[src/rtl/core/sccb_pkg.sv]
// sccb_pkg: shared types and constants for the sccb bus master
// request payloads, result payloads, command and status codes
// no dependencies
package sccb_pkg;

	// largest read burst, longer requests are clamped
	localparam logic [4:0] MAX_READ_LEN = 5'd16;

	// device write address after reset
	localparam logic [7:0] DEV_ADDR_RESET = 8'h42;

	// request kinds
	localparam logic [1:0] KIND_TICK  = 2'd0;
	localparam logic [1:0] KIND_WRITE = 2'd1;
	localparam logic [1:0] KIND_READ  = 2'd2;

	// completion status
	localparam logic [1:0] ST_OK         = 2'd0;
	localparam logic [1:0] ST_START_FAIL = 2'd1;
	localparam logic [1:0] ST_NO_ACK     = 2'd2;

	// one bus half-period tick with optional command
	typedef struct packed {
		logic [1:0] kind;
		logic [7:0] reg_addr;
		logic [7:0] write_data;
		logic [4:0] read_length;
		logic       sda_in;
	} cmd_t;

	// bus levels and status after one tick
	typedef struct packed {
		logic       scl_level;
		logic       sda_level;
		logic       busy_res;
		logic       done_res;
		logic [1:0] status;
		logic       data_valid;
		logic [7:0] read_data;
		logic       data_last;
		logic       rejected;
	} res_t;

endpackage

[src/rtl/core/sccb_ifs.sv]
// sccb_ifs: valid/ready channel interfaces for the sccb bus master
// tick request channel, result channel and device address write channel
// depends on sccb_pkg
interface sccb_cmd_if import sccb_pkg::*; ();
	logic valid;
	logic ready;
	cmd_t payload;

	modport source (output valid, output payload, input ready);
	modport sink (input valid, input payload, output ready);
endinterface

interface sccb_res_if import sccb_pkg::*; ();
	logic valid;
	logic ready;
	res_t payload;

	modport source (output valid, output payload, input ready);
	modport sink (input valid, input payload, output ready);
endinterface

interface sccb_cfg_if ();
	logic       valid;
	logic       ready;
	logic [7:0] data;

	modport source (output valid, output data, input ready);
	modport sink (input valid, input data, output ready);
endinterface

[src/rtl/core/sccb_engine.sv]
// sccb_engine: bus sequencer, one half-period step per accepted tick
// holds the protocol state and the registered result of the last step
// depends on sccb_pkg
module sccb_engine import sccb_pkg::*; (
	input  logic       clk,
	input  logic       arst_n,
	input  logic       step,
	input  cmd_t       item,
	input  logic [7:0] dev_addr,
	output res_t       res
);

	typedef enum logic [3:0] {
		PH_IDLE,
		PH_START1,
		PH_DEVW,
		PH_REG,
		PH_WDATA,
		PH_STOP_MID,
		PH_START2,
		PH_DEVR,
		PH_RBYTE,
		PH_STOP_END,
		PH_STOP_ABORT
	} phase_t;

	phase_t     phase_q, phase_d;
	logic [1:0] sub_q, sub_d;
	logic [3:0] bits_q, bits_d;
	logic [7:0] shift_q, shift_d;
	logic [4:0] left_q, left_d;
	logic [7:0] reg_addr_q, reg_addr_d;
	logic [7:0] wdata_q, wdata_d;
	logic       rd_mode_q, rd_mode_d;
	logic       scl_q, scl_d;
	logic       sda_q, sda_d;
	res_t       res_q, res_d;

	logic       cmd;
	logic       sda;
	logic [4:0] left_dec;
	logic [7:0] shift_in;

	assign cmd      = (item.kind == KIND_WRITE) || (item.kind == KIND_READ);
	assign sda      = item.sda_in;
	assign left_dec = (left_q != 5'd0) ? left_q - 5'd1 : 5'd0;
	assign shift_in = {shift_q[6:0], sda};

	// next state and result for one tick
	always_comb begin
		phase_d    = phase_q;
		sub_d      = sub_q;
		bits_d     = bits_q;
		shift_d    = shift_q;
		left_d     = left_q;
		reg_addr_d = reg_addr_q;
		wdata_d    = wdata_q;
		rd_mode_d  = rd_mode_q;
		scl_d      = scl_q;
		sda_d      = sda_q;
		res_d      = '0;

		if (phase_q == PH_IDLE) begin
			// new command, first start step happens now
			if (cmd) begin
				reg_addr_d = item.reg_addr;
				wdata_d    = item.write_data;
				rd_mode_d  = (item.kind == KIND_READ);
				left_d     = (item.read_length > MAX_READ_LEN) ? MAX_READ_LEN
					: item.read_length;
				scl_d      = 1'b1;
				sda_d      = 1'b1;
				phase_d    = PH_START1;
				sub_d      = 2'd1;
			end
		end else begin
			res_d.rejected = cmd;
			unique case (phase_q)
				// start condition with bus check
				PH_START1, PH_START2: begin
					if (sub_q == 2'd0) begin
						scl_d = 1'b1;
						sda_d = 1'b1;
						sub_d = 2'd1;
					end else if (sub_q == 2'd1) begin
						if (!sda) begin
							scl_d          = 1'b1;
							sda_d          = 1'b1;
							phase_d        = PH_IDLE;
							sub_d          = 2'd0;
							res_d.done_res = 1'b1;
							res_d.status   = ST_START_FAIL;
						end else begin
							sda_d = 1'b0;
							sub_d = 2'd2;
						end
					end else begin
						if (sda) begin
							scl_d          = 1'b1;
							sda_d          = 1'b1;
							phase_d        = PH_IDLE;
							sub_d          = 2'd0;
							res_d.done_res = 1'b1;
							res_d.status   = ST_START_FAIL;
						end else begin
							scl_d   = 1'b0;
							sub_d   = 2'd0;
							bits_d  = 4'd0;
							if (phase_q == PH_START1) begin
								phase_d = PH_DEVW;
								shift_d = dev_addr;
							end else begin
								phase_d = PH_DEVR;
								shift_d = dev_addr + 8'd1;
							end
						end
					end
				end
				// send a byte, then clock the device ack
				PH_DEVW, PH_REG, PH_WDATA, PH_DEVR: begin
					if (bits_q < 4'd8) begin
						if (sub_q == 2'd0) begin
							scl_d = 1'b0;
							sub_d = 2'd1;
						end else if (sub_q == 2'd1) begin
							sda_d = shift_q[7];
							sub_d = 2'd2;
						end else begin
							scl_d   = 1'b1;
							shift_d = {shift_q[6:0], 1'b0};
							bits_d  = bits_q + 4'd1;
							sub_d   = 2'd0;
						end
					end else if (sub_q == 2'd0) begin
						scl_d = 1'b0;
						sub_d = 2'd1;
					end else if (sub_q == 2'd1) begin
						sda_d = 1'b1;
						sub_d = 2'd2;
					end else if (sub_q == 2'd2) begin
						scl_d = 1'b1;
						sub_d = 2'd3;
					end else begin
						scl_d  = 1'b0;
						sub_d  = 2'd0;
						bits_d = 4'd0;
						unique case (phase_q)
							PH_DEVW: begin
								if (!sda) begin
									phase_d = PH_REG;
									shift_d = reg_addr_q;
								end else begin
									phase_d = PH_STOP_ABORT;
								end
							end
							PH_REG: begin
								if (rd_mode_q) begin
									phase_d = PH_STOP_MID;
								end else begin
									phase_d = PH_WDATA;
									shift_d = wdata_q;
								end
							end
							PH_WDATA: begin
								phase_d = PH_STOP_END;
							end
							default: begin
								if (sda) begin
									phase_d = PH_STOP_ABORT;
								end else if (left_q == 5'd0) begin
									phase_d = PH_STOP_END;
								end else begin
									phase_d = PH_RBYTE;
									shift_d = 8'h00;
								end
							end
						endcase
					end
				end
				// receive a byte, then master ack or nack
				PH_RBYTE: begin
					if (bits_q < 4'd8) begin
						if (sub_q == 2'd0) begin
							scl_d = 1'b0;
							sda_d = 1'b1;
							sub_d = 2'd1;
						end else if (sub_q == 2'd1) begin
							scl_d = 1'b1;
							sub_d = 2'd2;
						end else begin
							shift_d = shift_in;
							scl_d   = 1'b0;
							bits_d  = bits_q + 4'd1;
							sub_d   = 2'd0;
							if (bits_q == 4'd7) begin
								res_d.data_valid = 1'b1;
								res_d.read_data  = shift_in;
								res_d.data_last  = (left_q == 5'd1);
							end
						end
					end else if (sub_q == 2'd0) begin
						scl_d = 1'b0;
						sub_d = 2'd1;
					end else if (sub_q == 2'd1) begin
						sda_d = (left_q <= 5'd1);
						sub_d = 2'd2;
					end else if (sub_q == 2'd2) begin
						scl_d = 1'b1;
						sub_d = 2'd3;
					end else begin
						scl_d  = 1'b0;
						left_d = left_dec;
						sub_d  = 2'd0;
						bits_d = 4'd0;
						if (left_dec == 5'd0) begin
							phase_d = PH_STOP_END;
						end else begin
							phase_d = PH_RBYTE;
							shift_d = 8'h00;
						end
					end
				end
				// stop condition, then restart or finish
				PH_STOP_MID, PH_STOP_END, PH_STOP_ABORT: begin
					if (sub_q == 2'd0) begin
						scl_d = 1'b0;
						sub_d = 2'd1;
					end else if (sub_q == 2'd1) begin
						sda_d = 1'b0;
						sub_d = 2'd2;
					end else if (sub_q == 2'd2) begin
						scl_d = 1'b1;
						sub_d = 2'd3;
					end else begin
						sda_d = 1'b1;
						sub_d = 2'd0;
						if (phase_q == PH_STOP_MID) begin
							phase_d = PH_START2;
						end else begin
							res_d.done_res = 1'b1;
							res_d.status   = (phase_q == PH_STOP_ABORT) ? ST_NO_ACK : ST_OK;
							phase_d        = PH_IDLE;
						end
					end
				end
				// unused phase codes fall back to idle
				default: begin
					phase_d = PH_IDLE;
					sub_d   = 2'd0;
					scl_d   = 1'b1;
					sda_d   = 1'b1;
				end
			endcase
		end

		res_d.scl_level = scl_d;
		res_d.sda_level = sda_d;
		res_d.busy_res  = (phase_d != PH_IDLE);
	end

	// protocol state and result register
	always_ff @(posedge clk or negedge arst_n) begin
		if (!arst_n) begin
			phase_q    <= PH_IDLE;
			sub_q      <= 2'd0;
			bits_q     <= 4'd0;
			shift_q    <= 8'h00;
			left_q     <= 5'd0;
			reg_addr_q <= 8'h00;
			wdata_q    <= 8'h00;
			rd_mode_q  <= 1'b0;
			scl_q      <= 1'b1;
			sda_q      <= 1'b1;
			res_q      <= '0;
		end else if (step) begin
			phase_q    <= phase_d;
			sub_q      <= sub_d;
			bits_q     <= bits_d;
			shift_q    <= shift_d;
			left_q     <= left_d;
			reg_addr_q <= reg_addr_d;
			wdata_q    <= wdata_d;
			rd_mode_q  <= rd_mode_d;
			scl_q      <= scl_d;
			sda_q      <= sda_d;
			res_q      <= res_d;
		end
	end

	assign res = res_q;

endmodule

[src/rtl/core/sccb_bus_master.sv]
// sccb_bus_master: bit-level sccb master, one bus half-period per tick request
// path: a tick is held in the input register, then its result in the result register; it waits while the result is held
// throughput: one tick per cycle while results are taken, the sequencer advances one half-period per tick
// reset: idle with both lines released, device write address 0x42, no result pending
// depends on sccb_pkg, sccb_ifs and sccb_engine
module sccb_bus_master import sccb_pkg::*; (
	input  logic   clk,
	input  logic   arst_n,
	sccb_cmd_if.sink   cmd,
	sccb_res_if.source res,
	sccb_cfg_if.sink   cfg
);

	logic       valid_s1;
	cmd_t       item_s1;
	logic       valid_s2;
	logic       out_free;
	logic       step;
	logic [7:0] dev_addr_q;
	res_t       res_s2;

	assign out_free  = !valid_s2 || res.ready;
	assign step      = valid_s1 && out_free;
	assign cmd.ready = !valid_s1 || step;
	assign cfg.ready = 1'b1;

	// device address register
	always_ff @(posedge clk or negedge arst_n) begin
		if (!arst_n) begin
			dev_addr_q <= DEV_ADDR_RESET;
		end else if (cfg.valid) begin
			dev_addr_q <= cfg.data;
		end
	end

	// input register stage
	always_ff @(posedge clk or negedge arst_n) begin
		if (!arst_n) begin
			valid_s1 <= 1'b0;
		end else if (cmd.ready) begin
			valid_s1 <= cmd.valid;
		end
	end

	always_ff @(posedge clk) begin
		if (cmd.valid && cmd.ready) begin
			item_s1 <= cmd.payload;
		end
	end

	// result valid tracking
	always_ff @(posedge clk or negedge arst_n) begin
		if (!arst_n) begin
			valid_s2 <= 1'b0;
		end else if (out_free) begin
			valid_s2 <= valid_s1;
		end
	end

	sccb_engine u_engine (
		.clk      (clk),
		.arst_n   (arst_n),
		.step     (step),
		.item     (item_s1),
		.dev_addr (dev_addr_q),
		.res      (res_s2)
	);

	assign res.valid   = valid_s2;
	assign res.payload = res_s2;

`ifndef SYNTHESIS
	// a finished transaction never reports busy
	a_done_not_busy: assert property (@(posedge clk) disable iff (!arst_n)
		valid_s2 && res_s2.done_res |-> !res_s2.busy_res)
		else $error("done reported while busy");

	// status only accompanies done
	a_status_with_done: assert property (@(posedge clk) disable iff (!arst_n)
		valid_s2 && (res_s2.status != ST_OK) |-> res_s2.done_res)
		else $error("status without done");

	// last-byte flag only with a received byte
	a_last_with_data: assert property (@(posedge clk) disable iff (!arst_n)
		valid_s2 && res_s2.data_last |-> res_s2.data_valid)
		else $error("data_last without data_valid");

	// a held tick blocks new requests until the result slot frees
	a_stall_blocks_input: assert property (@(posedge clk) disable iff (!arst_n)
		valid_s1 && !out_free |-> !cmd.ready)
		else $error("input accepted while stage one stalled");
`endif

endmodule

[src/flat_wrapper.sv]
// flat-port wrapper written by rule: the top's interface ports become plain ports
module sccb_bus_master_flat import sccb_pkg::*;
  (clk, arst_n, cmd_valid, cmd_payload, cmd_ready, res_valid, res_payload, res_ready, cfg_valid, cfg_data, cfg_ready);
  sccb_cmd_if cmd_i ();
  sccb_res_if res_i ();
  sccb_cfg_if cfg_i ();
  input  logic clk;
  input  logic arst_n;
  input wire logic [$bits(cmd_i.valid)-1:0] cmd_valid;
  input wire logic [$bits(cmd_i.payload)-1:0] cmd_payload;
  output wire logic [$bits(cmd_i.ready)-1:0] cmd_ready;
  output wire logic [$bits(res_i.valid)-1:0] res_valid;
  output wire logic [$bits(res_i.payload)-1:0] res_payload;
  input wire logic [$bits(res_i.ready)-1:0] res_ready;
  input wire logic [$bits(cfg_i.valid)-1:0] cfg_valid;
  input wire logic [$bits(cfg_i.data)-1:0] cfg_data;
  output wire logic [$bits(cfg_i.ready)-1:0] cfg_ready;
  assign cmd_i.valid = cmd_valid;
  assign cmd_i.payload = cmd_payload;
  assign cmd_ready = cmd_i.ready;
  assign res_valid = res_i.valid;
  assign res_payload = res_i.payload;
  assign res_i.ready = res_ready;
  assign cfg_i.valid = cfg_valid;
  assign cfg_i.data = cfg_data;
  assign cfg_ready = cfg_i.ready;
  sccb_bus_master u_core (.clk(clk), .arst_n(arst_n), .cmd(cmd_i), .res(res_i), .cfg(cfg_i));
endmodule
[config.mk]
export PLATFORM = sky130hd
export DESIGN_NAME = sccb_bus_master_flat
export DESIGN_NICKNAME = d
export VERILOG_FILES = /design/src/rtl/core/sccb_pkg.sv /design/src/rtl/core/sccb_ifs.sv /design/src/rtl/core/sccb_engine.sv /design/src/rtl/core/sccb_bus_master.sv /design/src/flat_wrapper.sv
export SDC_FILE = /design/constraint.sdc
export NUM_CORES = 1
export LEC_CHECK = 0
export BUFFER_PORTS_ARGS = -buffer_cell sky130_fd_sc_hd__clkbuf_2
export CORE_MARGIN = 1.5
export CORE_UTILIZATION = 52
export DETAILED_ROUTE_END_ITERATION = 16
export GPL_TIMING_DRIVEN = 0
export PLACE_DENSITY = 0.72
export SLEW_MARGIN = 20
export SYNTH_ARGS = -nofsm -noshare
export SYNTH_HDL_FRONTEND = slang
export SYNTH_SLANG_ARGS = --single-unit
[constraint.sdc]
create_clock -name clk -period 3 [get_ports clk]
set_input_delay 0.6 -clock clk [delete_from_list [all_inputs] [get_ports clk]]
set_output_delay 0.6 -clock clk [all_outputs]
set_load 0.05 [all_outputs]
### Word level (Yosys, flattened, before mapping)

Cells that the tools add are included.

| word-level totals | value |
|---|---|
| word-level logic and storage cells | 232 |
| bits of input ports | 37 |
| flip-flop bits (word level) | 93 |

| cells by class | value |
|---|---|
| magnitude comparators | 3 |
| add/sub/neg operators | 3 |
| bitwise gates (word level) | 1 |
| mux-type cells | 134 |
| reduce and logical (&&, ||, !) cells | 25 |
| equal/unequal tests | 39 |

Operators with widths:

| operator | number |
|---|---|
| 8-bit 2-to-1 mux | 21 |
| 4-bit 2-to-1 mux | 26 |
| 10-bit 2-to-1 mux | 5 |
| 8-bit case mux with 3 select lines | 2 |
| 5-bit 2-to-1 mux | 9 |
| 1-bit 2-to-1 mux | 39 |
| 3-bit 2-to-1 mux | 11 |
| 2-bit != test (second input constant) | 14 |
| 2-bit 2-to-1 mux | 13 |
| 4-bit by 3-bit equality test with 1-bit output (second input constant) | 5 |
| 18-bit AND reduction | 1 |
| 4-bit case mux with 4 select lines | 1 |
| 3-bit != test (second input constant) | 5 |
| 14-bit 2-to-1 mux | 1 |
| 4-bit equality test (second input constant) | 3 |
| 4-bit != test (second input constant) | 3 |
| 4-bit case mux with 3 select lines | 1 |
| 5-bit zero test | 2 |
| 9-bit AND reduction | 1 |
| 8-bit by 1-bit adder with 8-bit output (second input constant) | 1 |
| 4-bit by 2-bit equality test with 1-bit output (second input constant) | 2 |
| 1-bit case mux with 4 select lines | 2 |
| 4-bit case mux with 2 select lines | 1 |
| 7-bit AND reduction | 1 |
| 28 further kinds | 35 |

### Logic depth before layout (Yosys ltp)

Gate-level depths: netlist (run 1).

| depth | value |
|---|---|
| depth after elaboration | 11 |
| mapped depth | 9 |
| depth with buffers taken out | 8 |

### Modules after synthesis

A second synthesis (run 1) with hierarchy kept.

| second synthesis, totals | value |
|---|---|
| cells, all modules | 450 |
| area, all modules | 5056.1 um2 |

By module, submodules not included:

| module | cells each | area each (um2) | instances |
|---|---|---|---|
| sccb_engine | 399 | 3901.2 | 1 |
| sccb_bus_master | 51 | 1154.9 | 1 |

### Worst setup path before layout (run 1)

Ideal clock, no wire load.

| timing path | value |
|---|---|
| path kind | reg2reg |
| from | register u_core.u_engine.sub_q[0] |
| to | register u_core.u_engine.res_q, in the netlist u_core.u_engine.res[14] |
| path buffers | 1 |
| data arrival time | 2259 ps |
| clock period less this slack | 2385 ps |
| setup slack | 615 ps |
| library setup time | 126 ps |
| required time | 2874 ps |
| stages on the path, launching flop included | 9 |
| path through | dfrtp_1 > inv_1 > ha_1 > clkbuf_1 > nor3_1 > o22ai_1 > a2111oi_0 > nand3_1 > o32a_1 |

| between the ends | value |
|---|---|
| longest elaborated chain between the ends | 8 |
| elaborated cells on any way between the ends | 19 |
| those cells by class | eq/ne: 2; mux: 15; reduce/logical: 2 |

Ends and longest elaborated chain:

| what | RTL line | text |
|---|---|---|
| start, declared | sccb_engine.sv:28 | `logic [1:0] sub_q, sub_d;` |
| start signal, assigned | sccb_engine.sv:277 | `sub_q <= sub_d;` |
| 2-bit equality test | sccb_engine.sv:140, sccb_engine.sv:207, sccb_engine.sv:231 |  |
| 4-bit 2-to-1 mux (on tied branches) | sccb_engine.sv:207, sccb_engine.sv:140 |  |
| 4-bit 2-to-1 mux (on tied branches) | sccb_engine.sv:204, sccb_engine.sv:137 |  |
| 4-bit 2-to-1 mux (on tied branches) | sccb_engine.sv:201, sccb_engine.sv:134 |  |
| 4-bit 2-to-1 mux (on tied branches) | sccb_engine.sv:182, sccb_engine.sv:121 |  |
| 4-bit case mux with 4 select lines (*) | sccb_engine.sv:78 | `unique case (phase_q)` |
| 4-bit 2-to-1 mux (*) | sccb_engine.sv:63 | `if (phase_q == PH_IDLE) begin` |
| 4-bit nonzero test (*) | sccb_engine.sv:258 | `res_d.busy_res = (phase_d != PH_IDLE);` |
| end signal, assigned | sccb_engine.sv:286 | `res_q <= res_d;` |
| end, declared | sccb_engine.sv:37 | `res_t res_q, res_d;` |

Mark *: on every way between the ends. The rest lies on a longest branch, timed or not.
A chain may end at the register's enable or synchronous reset.

### Worst setup path after layout (run 1)

Same ends and word-level chain as after synthesis.

==> flow_summary.json, run 1 <==
{
  "status": "completed",
  "crit_arrival_ns": 3.13,
  "fmax_mhz": 347,
  "vias_per_cell": 6.06,
  "synthMuxAreaShare_pct": 10.8,
  "synth_edf_count": 24,
  "cts_sinks": 93,
  "antenna_found_initial": 0,
  "p_int_uw": 2790,
  "core_sq_um": 9150,
  "slew_violations": 0,
  "synth_compound_area_share_pct": 15.6,
  "cts_tree": "yes",
  "synthSimpleGateAreaFrac_pct": 15.3,
  "reg2reg_to": "u_core.u_engine.res[14]",
  "sw_frac_of_total_pct": 40.8,
  "dpl.hpwl_microns": 8310,
  "htreeDepth": 3,
  "grt_use_total_pct": 24.1,
  "die_area_sq_um": 9920,
  "routabilityCongestion": 0.962,
  "postSynthNetCount": 491,
  "period_minus_slack_ns": 2.88,
  "num_vias": 3787,
  "synth_seq_cells": 93,
  "crit_start": "u_core.u_engine.sub_q[0]",
  "grt_overflow": 0,
  "clkSlewWorstSetupHoldPaths_ns": 0.12,
  "maxCapViolCount": 0,
  "vdd_drop_max_v": 0.000354,
  "ys_types": 71,
  "portBuffers": 54,
  "netlist_instances": 443,
  "drt-initial-drc-count": 269,
  "synth_area_leaders": "dfrtp_1 34%, edfxtp_1 15%, mux2_2 8.4%",
  "first_global_vias": 3604,
  "drive_gt1_share_pct": 25.5,
  "min_path_type": "in2async",
  "ys.flop_type": "dfrtp_1",
  "nNetsFinal": 557,
  "yosysTopAreaCellShare_pct": 33.5,
  "synthXorXnorAreaFrac_pct": 1.80,
  "hold_viol": 0,
  "num_antenna_cells": 0,
  "setup_viol": 0,
  "whs_ns": 0.134,
  "antenna_left": 0,
  "drt_pass1_iterations": 4,
  "die_h_microns": 99.6,
  "synth_area_sq_um": 4850,
  "tns_ns": 0,
  "finClkSkew_ns": 0.0226,
  "critical_path.max_fanout": 10,
  "critPathCaptureType": "register",
  "wire_per_inst_microns": 18.2,
  "wirelength_microns": 11400,
  "p_leak_uw": 0.00242,
  "p_per_area_nw_per_um2": 854,
  "critPathKind": "reg2reg",
  "synth_warnings": 0,
  "r2r-start": "u_core.u_engine.sub_q[0]",
  "seq_power_share_pct": 39.3,
  "ys_seq_area_share_pct": 50.5,
  "ys_async_sr_fraction_pct": 74.2,
  "synth.avg_cell_area_sq_um": 11.0,
  "critical_path_required_ns": 3.25,
  "max-clock-path-buffers": 2,
  "comb_power_share_pct": 41.2,
  "synth_top_family_by_area": "compound AO/OA/AOI/OAI gates",
  "yosysTopAreaCell": "dfrtp_1",
  "clk_latency_ns": 0.37,
  "rsz0062_at_grt": "no",
  "post_cts.repair.setup_buffers": 0,
  "numCtsBuffers": 9,
  "fin_crit_sh_pct": 96.0,
  "tightestPinTransition_ns": 1.00,
  "row_count": 35,
  "io_pins": 57,
  "worstSetupEndpoint": "u_core.u_engine.res[14]",
  "grt_pass1_wl_microns": 18600,
  "synth_fa_ha_area_share_pct": 2.84,
  "synthToLayoutAreaGrowth_pct": 13.8,
  "rr_worst_depth": 8,
  "drc": 0,
  "grt_max_degree": 50,
  "clock_power_share_pct": 19.5,
  "max_slew_margin_pct": 33.2,
  "regToRegSetupSlack_ns": 0.12,
  "switchingPower_uw": 1930,
  "start_kind": "register",
  "root_buffer": "clkbuf_8",
  "die_width_microns": 99.6,
  "initial_core_util_pct": 53.0
}
registers in the layout, indices dropped and copies added (netlist names), 2 cells and up:
name                        count
u_core.u_engine.bits_q          4
u_core.u_engine.shift_q         8
u_core.u_engine.reg_addr_q      8
u_core.u_engine.sub_q           2
u_core.u_engine.wdata_q         8
u_core.u_engine.res            17
u_core.dev_addr_q               8
u_core.item_s1                 24
u_core.u_engine.phase_q         4
u_core.u_engine.left_q          5
metal layers:
metal	track usage (%)	up-vias	wire length, microns	share of wire (%)
li1	-	1777	-	-
met1	34.3	1889	5440	48
met2	38.8	101	5320	47
met3	3.37	20	439	3.9
met4	7.15	0	185	1.6
met5	0	-	0	0
timing repair:
| item | in CTS | in global routing |
|---|---|---|
| setup endpoints to repair | 0 | 10 |
| hold buffers | 0 | 0 |
| gates resized for setup | 0 | 2 |
power by group through the flow:
stage	sequential, uW	combinational (uW)	clock (uW)
5_1_grt	1910	2140	987
4_1_cts	1850	1920	937
3_3_place_gp	1860	1870	0
3_5_place_dp	1880	1900	0
2_1_floorplan	1940	1320	0
6_report	1860	1950	918
final cells by class:
cell class              count  area [sq um]
inverters                   9          33.8
repair buffers             55           300
plain buffers              25           114
clock buffers               9           124
flip-flops and latches     93          2450
multi-input cells         316          2270
fillers                   777          3630
well taps                 111           139
clock inverters             7          92.6
cell usage after synthesis (4+ instances only):
master and number:
mux2i_1 12, edfxtp_1 24, a22o_1 10, ha_1 11
nand3b_1 9, a21oi_1 22, a21o_1 8, clkbuf_1 14
dfrtp_1 65, o21ai_0 31, inv_1 9, nor3b_1 5
nor2b_1 7, o221ai_1 7, xor2_1 7, nand2b_1 5
nand2_1 35, nand4_1 4, buf_2 6, mux2_2 36
nor2_1 25, dfstp_2 4, nand3_1 10, nor3_1 6
a31oi_1 4
worst min path at each step:
stage / from / to / slack [ns] / cells past startpoint
6_report: arst_n / u_core.u_engine.phase_q[0] / 0.13 / 1
5_1_grt: arst_n / u_core.u_engine.phase_q[0] / 0.16 / 1
4_1_cts: arst_n / u_core.u_engine.phase_q[0] / 0.14 / 1
3_5_place_dp: u_core.u_engine.res[16] / u_core.u_engine.res[16] / 0.47 / 1
3_3_place_gp: u_core.u_engine.res[16] / u_core.u_engine.res[16] / 0.46 / 1
2_1_floorplan: arst_n / u_core.dev_addr_q[0] / 0.30 / 0
cell families (layout without fill, tap and decap cells):
logic type,after synthesis,count (layout)
compound gates,113,113
xor+xnor,10,10
fa+ha+maj,11,11
buf+inv,34,105
flops,93,93
mux,48,48
other cells,1,1
simple gates,133,133
through the flow:
| stage | total power (uW) | std cells | cell area [sq um] | setup slack [ns] | util, % |
|---|---|---|---|---|---|
| 4_1_cts | 4710 | 625 | 5510 | 0.0215 | 60.2 |
| 3_5_place_dp | 3790 | 609 | 5290 | 0.0744 | 57.8 |
| 6_report | 4720 | 625 | 5520 | 0.119 | 60.4 |
| 2_1_floorplan | 3260 | 443 | 4850 | 0.615 | - |
| 5_1_grt | 5030 | 625 | 5520 | 0.000249 | 60.4 |
| 3_3_place_gp | 3730 | 608 | 5260 | 0.136 | 57.5 |
cells in the final DEF, fill, tap and decap left out, types with 4 or more instances in the layout:
cell,netlist,routed
dfstp_2,4,4
nand3_1,10,10
nor2_1,25,25
nand3b_1,9,9
nor3b_1,5,5
a21o_1,8,8
nor2b_1,7,7
a22o_1,10,10
clkbuf_8,0,9
inv_1,9,9
o21ai_0,31,31
clkbuf_1,14,14
ha_1,11,11
nor3_1,6,5
a21oi_1,22,22
clkbuf_2,1,54
o221ai_1,7,7
xor2_1,7,7
nand2_1,35,35
mux2_2,36,36
mux2i_1,12,12
edfxtp_1,24,24
dfrtp_1,65,65
a31oi_1,4,4
buf_2,6,6
nand2b_1,5,5
nand4_1,4,4
critical path, stage by stage, from the launching register on:
cell	delay [ns]
dfrtp_1	0.46
inv_1	0.12
ha_1	0.24
clkbuf_1	0.23
nor4b_1	0.79
o41ai_1	0.18
o221ai_1	0.23
nand3_1	0.15
o32a_1	0.36
Power figures use the tool's default switching activity.
==> inputs of run 2 (changes only) <==
--- a/config.mk
+++ b/config.mk
@@ -14,4 +14,5 @@
 export SLEW_MARGIN = 20
 export SYNTH_ARGS = -nofsm -noshare
 export SYNTH_HDL_FRONTEND = slang
+export SYNTH_HIERARCHICAL = 1
 export SYNTH_SLANG_ARGS = --single-unit
==> run 2 against run 1 <==
Effect of this change: cell count is 4.0% higher; sequential share of layout area decreased by 1.6 points; sequential power grew 3%; design area up 3.7%; hold slack gained 0.036 ns; die area up 4.0%; first-iteration DRC count increased by 41%; synthesized cell count rose by 1.6%; largest cell class unchanged; count of clock-buffer cells in the layout is the same; highest routed layer unchanged; synthesized area rose by 4.1%.
==> flow_summary.json, run 2 <==
{
  "status": "completed",
  "io_pins": 57,
  "period_minus_slack_ns": 2.77,
  "crit_buf_inv": 2,
  "drc": 0,
  "max_slew_margin_pct": 34.7,
  "seq_power_share_pct": 36.5,
  "antenna_found_initial": 0,
  "path_cells": "inv_1 > ha_1 > or4b_1 > clkbuf_1 > a21boi_0 > o41ai_1 > nand4_1 > o22a_1",
  "vdd_drop_max_v": 0.000435,
  "start_kind": "register",
  "sw_frac_of_total_pct": 44.5,
  "yosysTopAreaCellShare_pct": 32.2,
  "p_leak_uw": 0.00243,
  "synth_area_sq_um": 5060,
  "critical_path_required_ns": 3.26,
  "yosysTopAreaCell": "dfrtp_1",
  "cts_tree": "yes",
  "synth_edf_count": 24,
  "critPathCaptureType": "register",
  "vias_per_cell": 5.98,
  "die_h_microns": 102,
  "first_global_vias": 3711,
  "die_area_sq_um": 10300,
  "synth.avg_cell_area_sq_um": 11.2,
  "core_sq_um": 9330,
  "rsz0062_at_grt": "no",
  "portBuffers": 54,
  "final_common_cell": "dfrtp_1",
  "power_uw": 5250,
  "hold_buffers": 0,
  "ys_types": 76,
  "critPathKind": "reg2reg",
  "routabilityCongestion": 0.952,
  "grt_pass1_wl_microns": 19300,
  "synth_common_cells": "65 x dfrtp_1, 35 x nand2_1, 24 x edfxtp_1, 23 x nor2_1, 22 x a21oi_1",
  "grt_overflow": 0,
  "ys_seq_area_share_pct": 48.5,
  "dpl.hpwl_microns": 8810,
  "tns_ns": 0,
  "synth_warnings": 6,
  "synth_seq_cells": 93,
  "num_vias": 3890,
  "clk_latency_ns": 0.36,
  "wire_per_inst_microns": 18.7,
  "die_width_microns": 102,
  "synth.most_common_cell": "dfrtp_1",
  "p_int_uw": 2910,
  "min_path_type": "in2async",
  "cp_top_family": "compound AO/OA/AOI/OAI gates",
  "finClkSkew_ns": 0.00983,
  "nNetsFinal": 565,
  "hold_viol": 0,
  "row_count": 35,
  "antenna_left": 0,
  "num_antenna_cells": 0,
  "grt_use_total_pct": 24.7,
  "whs_ns": 0.170,
  "drt-initial-drc-count": 378,
  "comb_power_share_pct": 47.5,
  "slowest_stage": "or4b_1",
  "crit_arrival_ns": 3.03,
  "p_per_area_nw_per_um2": 916,
  "synth_area_leaders": "dfrtp_1 32%, edfxtp_1 14%, mux2_4 4.8%",
  "synthToLayoutAreaGrowth_pct": 13.3,
  "ys.flop_type": "dfrtp_1",
  "tightestPinTransition_ns": 0.980,
  "max_stage_delay_ns": 0.49,
  "largest_reg_flops": 24,
  "layout_common_cells": "65 x dfrtp_1, 53 x clkbuf_2, 35 x nand2_1, 24 x edfxtp_1, 23 x nor2_1",
  "wirelength_microns": 12100,
  "ys_async_sr_fraction_pct": 74.2,
  "drt_pass1_iterations": 5,
  "cts_sinks": 93,
  "clkSlewWorstSetupHoldPaths_ns": 0.10,
  "maxCapViolCount": 0,
  "netlist_instances": 450,
  "initial_core_util_pct": 54.2,
  "top_register": "u_core/item_s1",
  "cts.repair.resized": 0,
  "root_buffer": "clkbuf_8",
  "htreeDepth": 3,
  "switchingPower_uw": 2340,
  "grt_max_degree": 45,
  "fin_crit_sh_pct": 92.3,
  "setup_viol": 0,
  "postSynthNetCount": 499,
  "drive_gt1_share_pct": 23.4,
  "clock_power_share_pct": 16.0,
  "post_cts.repair.setup_buffers": 0,
  "fmax_mhz": 361,
  "numCtsBuffers": 9,
  "max-clock-path-buffers": 2,
  "slew_violations": 0,
  "critical_path.max_fanout": 7
}
## run 2: final timing paths
kind	slack, ns	from	cells after the start	to
setup / recovery	0.23	u_core/u_engine/sub_q[0]	8	u_core/u_engine/res[14]
setup reg to reg	0.23	u_core/u_engine/sub_q[0]	8	u_core/u_engine/res[14]
min in group clk	0.40	cmd_payload[21]	1	u_core/item_s1[21]
hold / removal	0.17	arst_n	1	u_core/u_engine/bits_q[0]
hold reg to reg	0.46	u_core/item_s1[14]	1	u_core/u_engine/reg_addr_q[0]
max in group asynchronous	2.21	arst_n	2	u_core/dev_addr_q[6]
## run 2: cell type report
cell class | instances | area (sq um)
clock buffer | 9 | 124
clock inverter | 7 | 75.1
sequential | 93 | 2450
multi-input combinational | 313 | 2420
inverter | 17 | 63.8
buffer | 27 | 139
fill | 794 | 3600
tap | 129 | 161
timing repair buffer | 55 | 293
## run 2: cell families (layout without fill, tap and decap cells)
| kind of cell | count (synthesis) | in the layout | share of synthesized area (%) |
|---|---|---|---|
| XOR/XNOR | 9 | 9 | 1.56 |
| AND/OR/NAND/NOR | 125 | 125 | 14.5 |
| other | 1 | 1 | 0.0742 |
| AO/OA/AOI/OAI | 119 | 119 | 17.1 |
| flip-flops | 93 | 93 | 48.5 |
| multiplexers | 47 | 47 | 11.4 |
| adder cells (fa/ha/maj) | 12 | 12 | 2.97 |
| buffers and inverters | 44 | 115 | 4.01 |
## run 2: power groups by stage
stage	Clock (uW)	Combinational, uW	Sequential, uW
global route	912	2690	1960
detailed placement	0	2420	1930
CTS	865	2430	1910
floorplan	0	1720	1970
global placement	0	2390	1920
finish	837	2490	1920
## run 2: layer usage
layer / routed length [microns] / vias up / part of all wire (%) / global-route usage (%)
met4: 296 / 0 / 2.4 / 8.65
met1: 5460 / 1887 / 45 / 35.0
met3: 900 / 27 / 7.4 / 5.18
met5: 0 / - / 0 / 0
li1: - / 1813 / - / -
met2: 5470 / 163 / 45 / 37.5
## run 2: per-stage QoR
stage / setup WS, ns / utilization, % / area [sq um] / instances
3_5_place_dp: -0.171 / 59.1 / 5510 / 634
2_1_floorplan: 0.600 / - / 5060 / 450
5_1_grt: 0.104 / 61.4 / 5730 / 650
3_3_place_gp: -0.194 / 58.8 / 5490 / 633
6_report: 0.230 / 61.4 / 5730 / 650
4_1_cts: 0.113 / 61.2 / 5710 / 650
## run 2: worst reg2reg max path, stage by stage (launching register included)
cell and delay [ns]:
dfrtp_1 0.48, inv_1 0.15, ha_1 0.33, or4b_1 0.49, clkbuf_1 0.21, a21boi_0 0.17, o41ai_1 0.46, nand4_1 0.19
o22a_1 0.19
==> inputs of run 3 (changes only) <==
--- a/config.mk
+++ b/config.mk
@@ -7,10 +7,9 @@
 export LEC_CHECK = 0
 export BUFFER_PORTS_ARGS = -buffer_cell sky130_fd_sc_hd__clkbuf_2
 export CORE_MARGIN = 1.5
-export CORE_UTILIZATION = 52
+export CORE_UTILIZATION = 40
 export DETAILED_ROUTE_END_ITERATION = 16
 export GPL_TIMING_DRIVEN = 0
-export PLACE_DENSITY = 0.72
 export SLEW_MARGIN = 20
 export SYNTH_ARGS = -nofsm -noshare
 export SYNTH_HDL_FRONTEND = slang
==> run 3 against run 2 <==
Effect of this change: cell count up 6.0%; total power up 4.1%; wire length is 1.9% higher; sequential share of layout area decreased by 0.95 points.
==> flow_summary.json, run 3 (synthesis results as in run 2) <==
{
  "hold_viol": 0,
  "clk_latency_ns": 0.34,
  "drt-initial-drc-count": 252,
  "die_h_microns": 115,
  "numCtsBuffers": 9,
  "rsz0062_at_grt": "no",
  "sw_frac_of_total_pct": 42.2,
  "grt_max_degree": 53,
  "num_antenna_cells": 0,
  "setup_viol": 0,
  "fmax_mhz": 362,
  "root_buffer": "clkbuf_16",
  "die_area_sq_um": 13300,
  "wirelength_microns": 12400,
  "min_path_type": "in2async",
  "cts_sinks": 93,
  "routabilityCongestion": 0.890,
  "critical_path.max_fanout": 8,
  "maxCapViolCount": 0,
  "largest_reg_flops": 24,
  "row_count": 40,
  "regToRegSetupSlack_ns": 0.24,
  "top_register": "u_core/item_s1",
  "fillCellCount": 1158,
  "crit_arrival_ns": 2.99,
  "grt_util_met2_pct": 30.3,
  "portBuffers": 54,
  "drc": 0,
  "tns_ns": 0,
  "die_width_microns": 115,
  "synthToLayoutAreaGrowth_pct": 15.8,
  "drt_pass1_iterations": 5,
  "dp_slack_ns": -0.212,
  "critPathKind": "reg2reg",
  "grt_util_met1_pct": 28.2,
  "layout_common_cells": "65 x dfrtp_1, 53 x clkbuf_2, 35 x nand2_1, 24 x edfxtp_1, 23 x nor2_1",
  "grt_use_total_pct": 19.7,
  "seq_power_share_pct": 35.0,
  "antenna_left": 0,
  "fin_ws_ns": 0.236,
  "core_sq_um": 12200,
  "vias_per_cell": 5.54,
  "grt_pass1_wl_microns": 19900,
  "critical_path_required_ns": 3.22,
  "rr_worst_depth": 8,
  "final_common_cell": "dfrtp_1",
  "fin_util_pct": 48.2,
  "reg2reg_to": "u_core/u_engine/shift_q[5]",
  "max-clock-path-buffers": 2,
  "vdd_drop_max_v": 0.000416,
  "p_leak_uw": 0.00247,
  "worstSetupEndpoint": "u_core/u_engine/shift_q[5]",
  "fin_crit_sh_pct": 92.1,
  "multi_input_area_sq_um": 2410,
  "crit_start": "u_core/u_engine/left_q[0]",
  "nNetsFinal": 565,
  "first_global_vias": 3694,
  "num_vias": 3820,
  "status": "completed",
  "drive_gt1_share_pct": 22.8,
  "comb_power_share_pct": 45.0,
  "max_slew_margin_pct": 31.8,
  "regArea_sq_um": 2450,
  "slew_violations": 0,
  "p_int_uw": 3160,
  "tightestPinTransition_ns": 1.02,
  "globalRoute.busiestLayer": "met2",
  "met3_usage_pct": 2.88,
  "htreeDepth": 3,
  "critPathCaptureType": "register",
  "finClkSkew_ns": 0.00966,
  "grt_overflow": 0,
  "io_pins": 57,
  "clock_power_share_pct": 20.0,
  "p_per_area_nw_per_um2": 933,
  "dpl.hpwl_microns": 9180,
  "initial_core_util_pct": 41.6,
  "switchingPower_uw": 2300,
  "period_minus_slack_ns": 2.76,
  "antenna_found_initial": 0,
  "start_kind": "register",
  "wire_per_inst_microns": 17.9,
  "clkSlewWorstSetupHoldPaths_ns": 0.07,
  "cts_tree": "yes",
  "r2r-start": "u_core/u_engine/left_q[0]"
}
run 3: layer usage:
metal | share of wire (%) | wire length [microns]
met1 | 47 | 5780
met2 | 46 | 5740
met3 | 5.0 | 620
met4 | 1.7 | 216
met5 | 0 | 0
run 3: power groups by stage:
stage               sequential [uW]  combinational [uW]  clock (uW)
global route                   1970                2680        1180
detailed placement             1940                2430           0
finish                         1910                2460        1090
CTS                            1920                2440        1120
global placement               1930                2420           0
floorplan                      1970                1720           0
run 3: worst min-delay path by stage:
stage               cells after the start                from                             to  slack, ns
floorplan                               0              arst_n           u_core/dev_addr_q[0]       0.30
global placement                        1   u_core/item_s1[6]     u_core/u_engine/wdata_q[0]       0.44
detailed placement                      1  u_core/item_s1[16]  u_core/u_engine/reg_addr_q[2]       0.45
CTS                                     1              arst_n         u_core/u_engine/res[1]       0.17
global route                            1              arst_n         u_core/u_engine/res[1]       0.18
finish                                  1              arst_n         u_core/u_engine/res[1]       0.16
run 3: final cells by class:
type                       instances  area share, %
clock inverter                     6          0.940
timing repair buffer              55           5.13
sequential                        93           41.9
multi-input combinational        313           41.1
tap                              168           3.59
clock buffer                      10           3.91
inverter                          17           1.09
buffer                            27           2.37
run 3: critical path: stages (launching register included):
cell      delay, ns
dfrtp_1        0.44
inv_1          0.12
ha_1           0.23
nor3b_1        0.26
mux2i_1        0.28
nor3b_1        0.41
a211oi_2       0.19
o21ai_4        0.37
mux2_4         0.34
run 3: stage by stage:
| stage | total power (uW) | instances | cell area [sq um] | hold WS (ns) |
|---|---|---|---|---|
| CTS | 5480 | 689 | 5850 | 0.166 |
| floorplan | 3690 | 450 | 5060 | 0.304 |
| detailed placement | 4370 | 673 | 5570 | 0.450 |
| global route | 5830 | 689 | 5860 | 0.180 |
| finish | 5470 | 689 | 5860 | 0.162 |
| global placement | 4340 | 672 | 5540 | 0.444 |
run 3: timing repair:
| item | 4_1_cts | 5_1_grt |
|---|---|---|
| gates resized for setup | 0 | 1 |
| setup buffers | 0 | 0 |
| hold buffers | 0 | 0 |
| setup endpoints to repair | 0 | 9 |
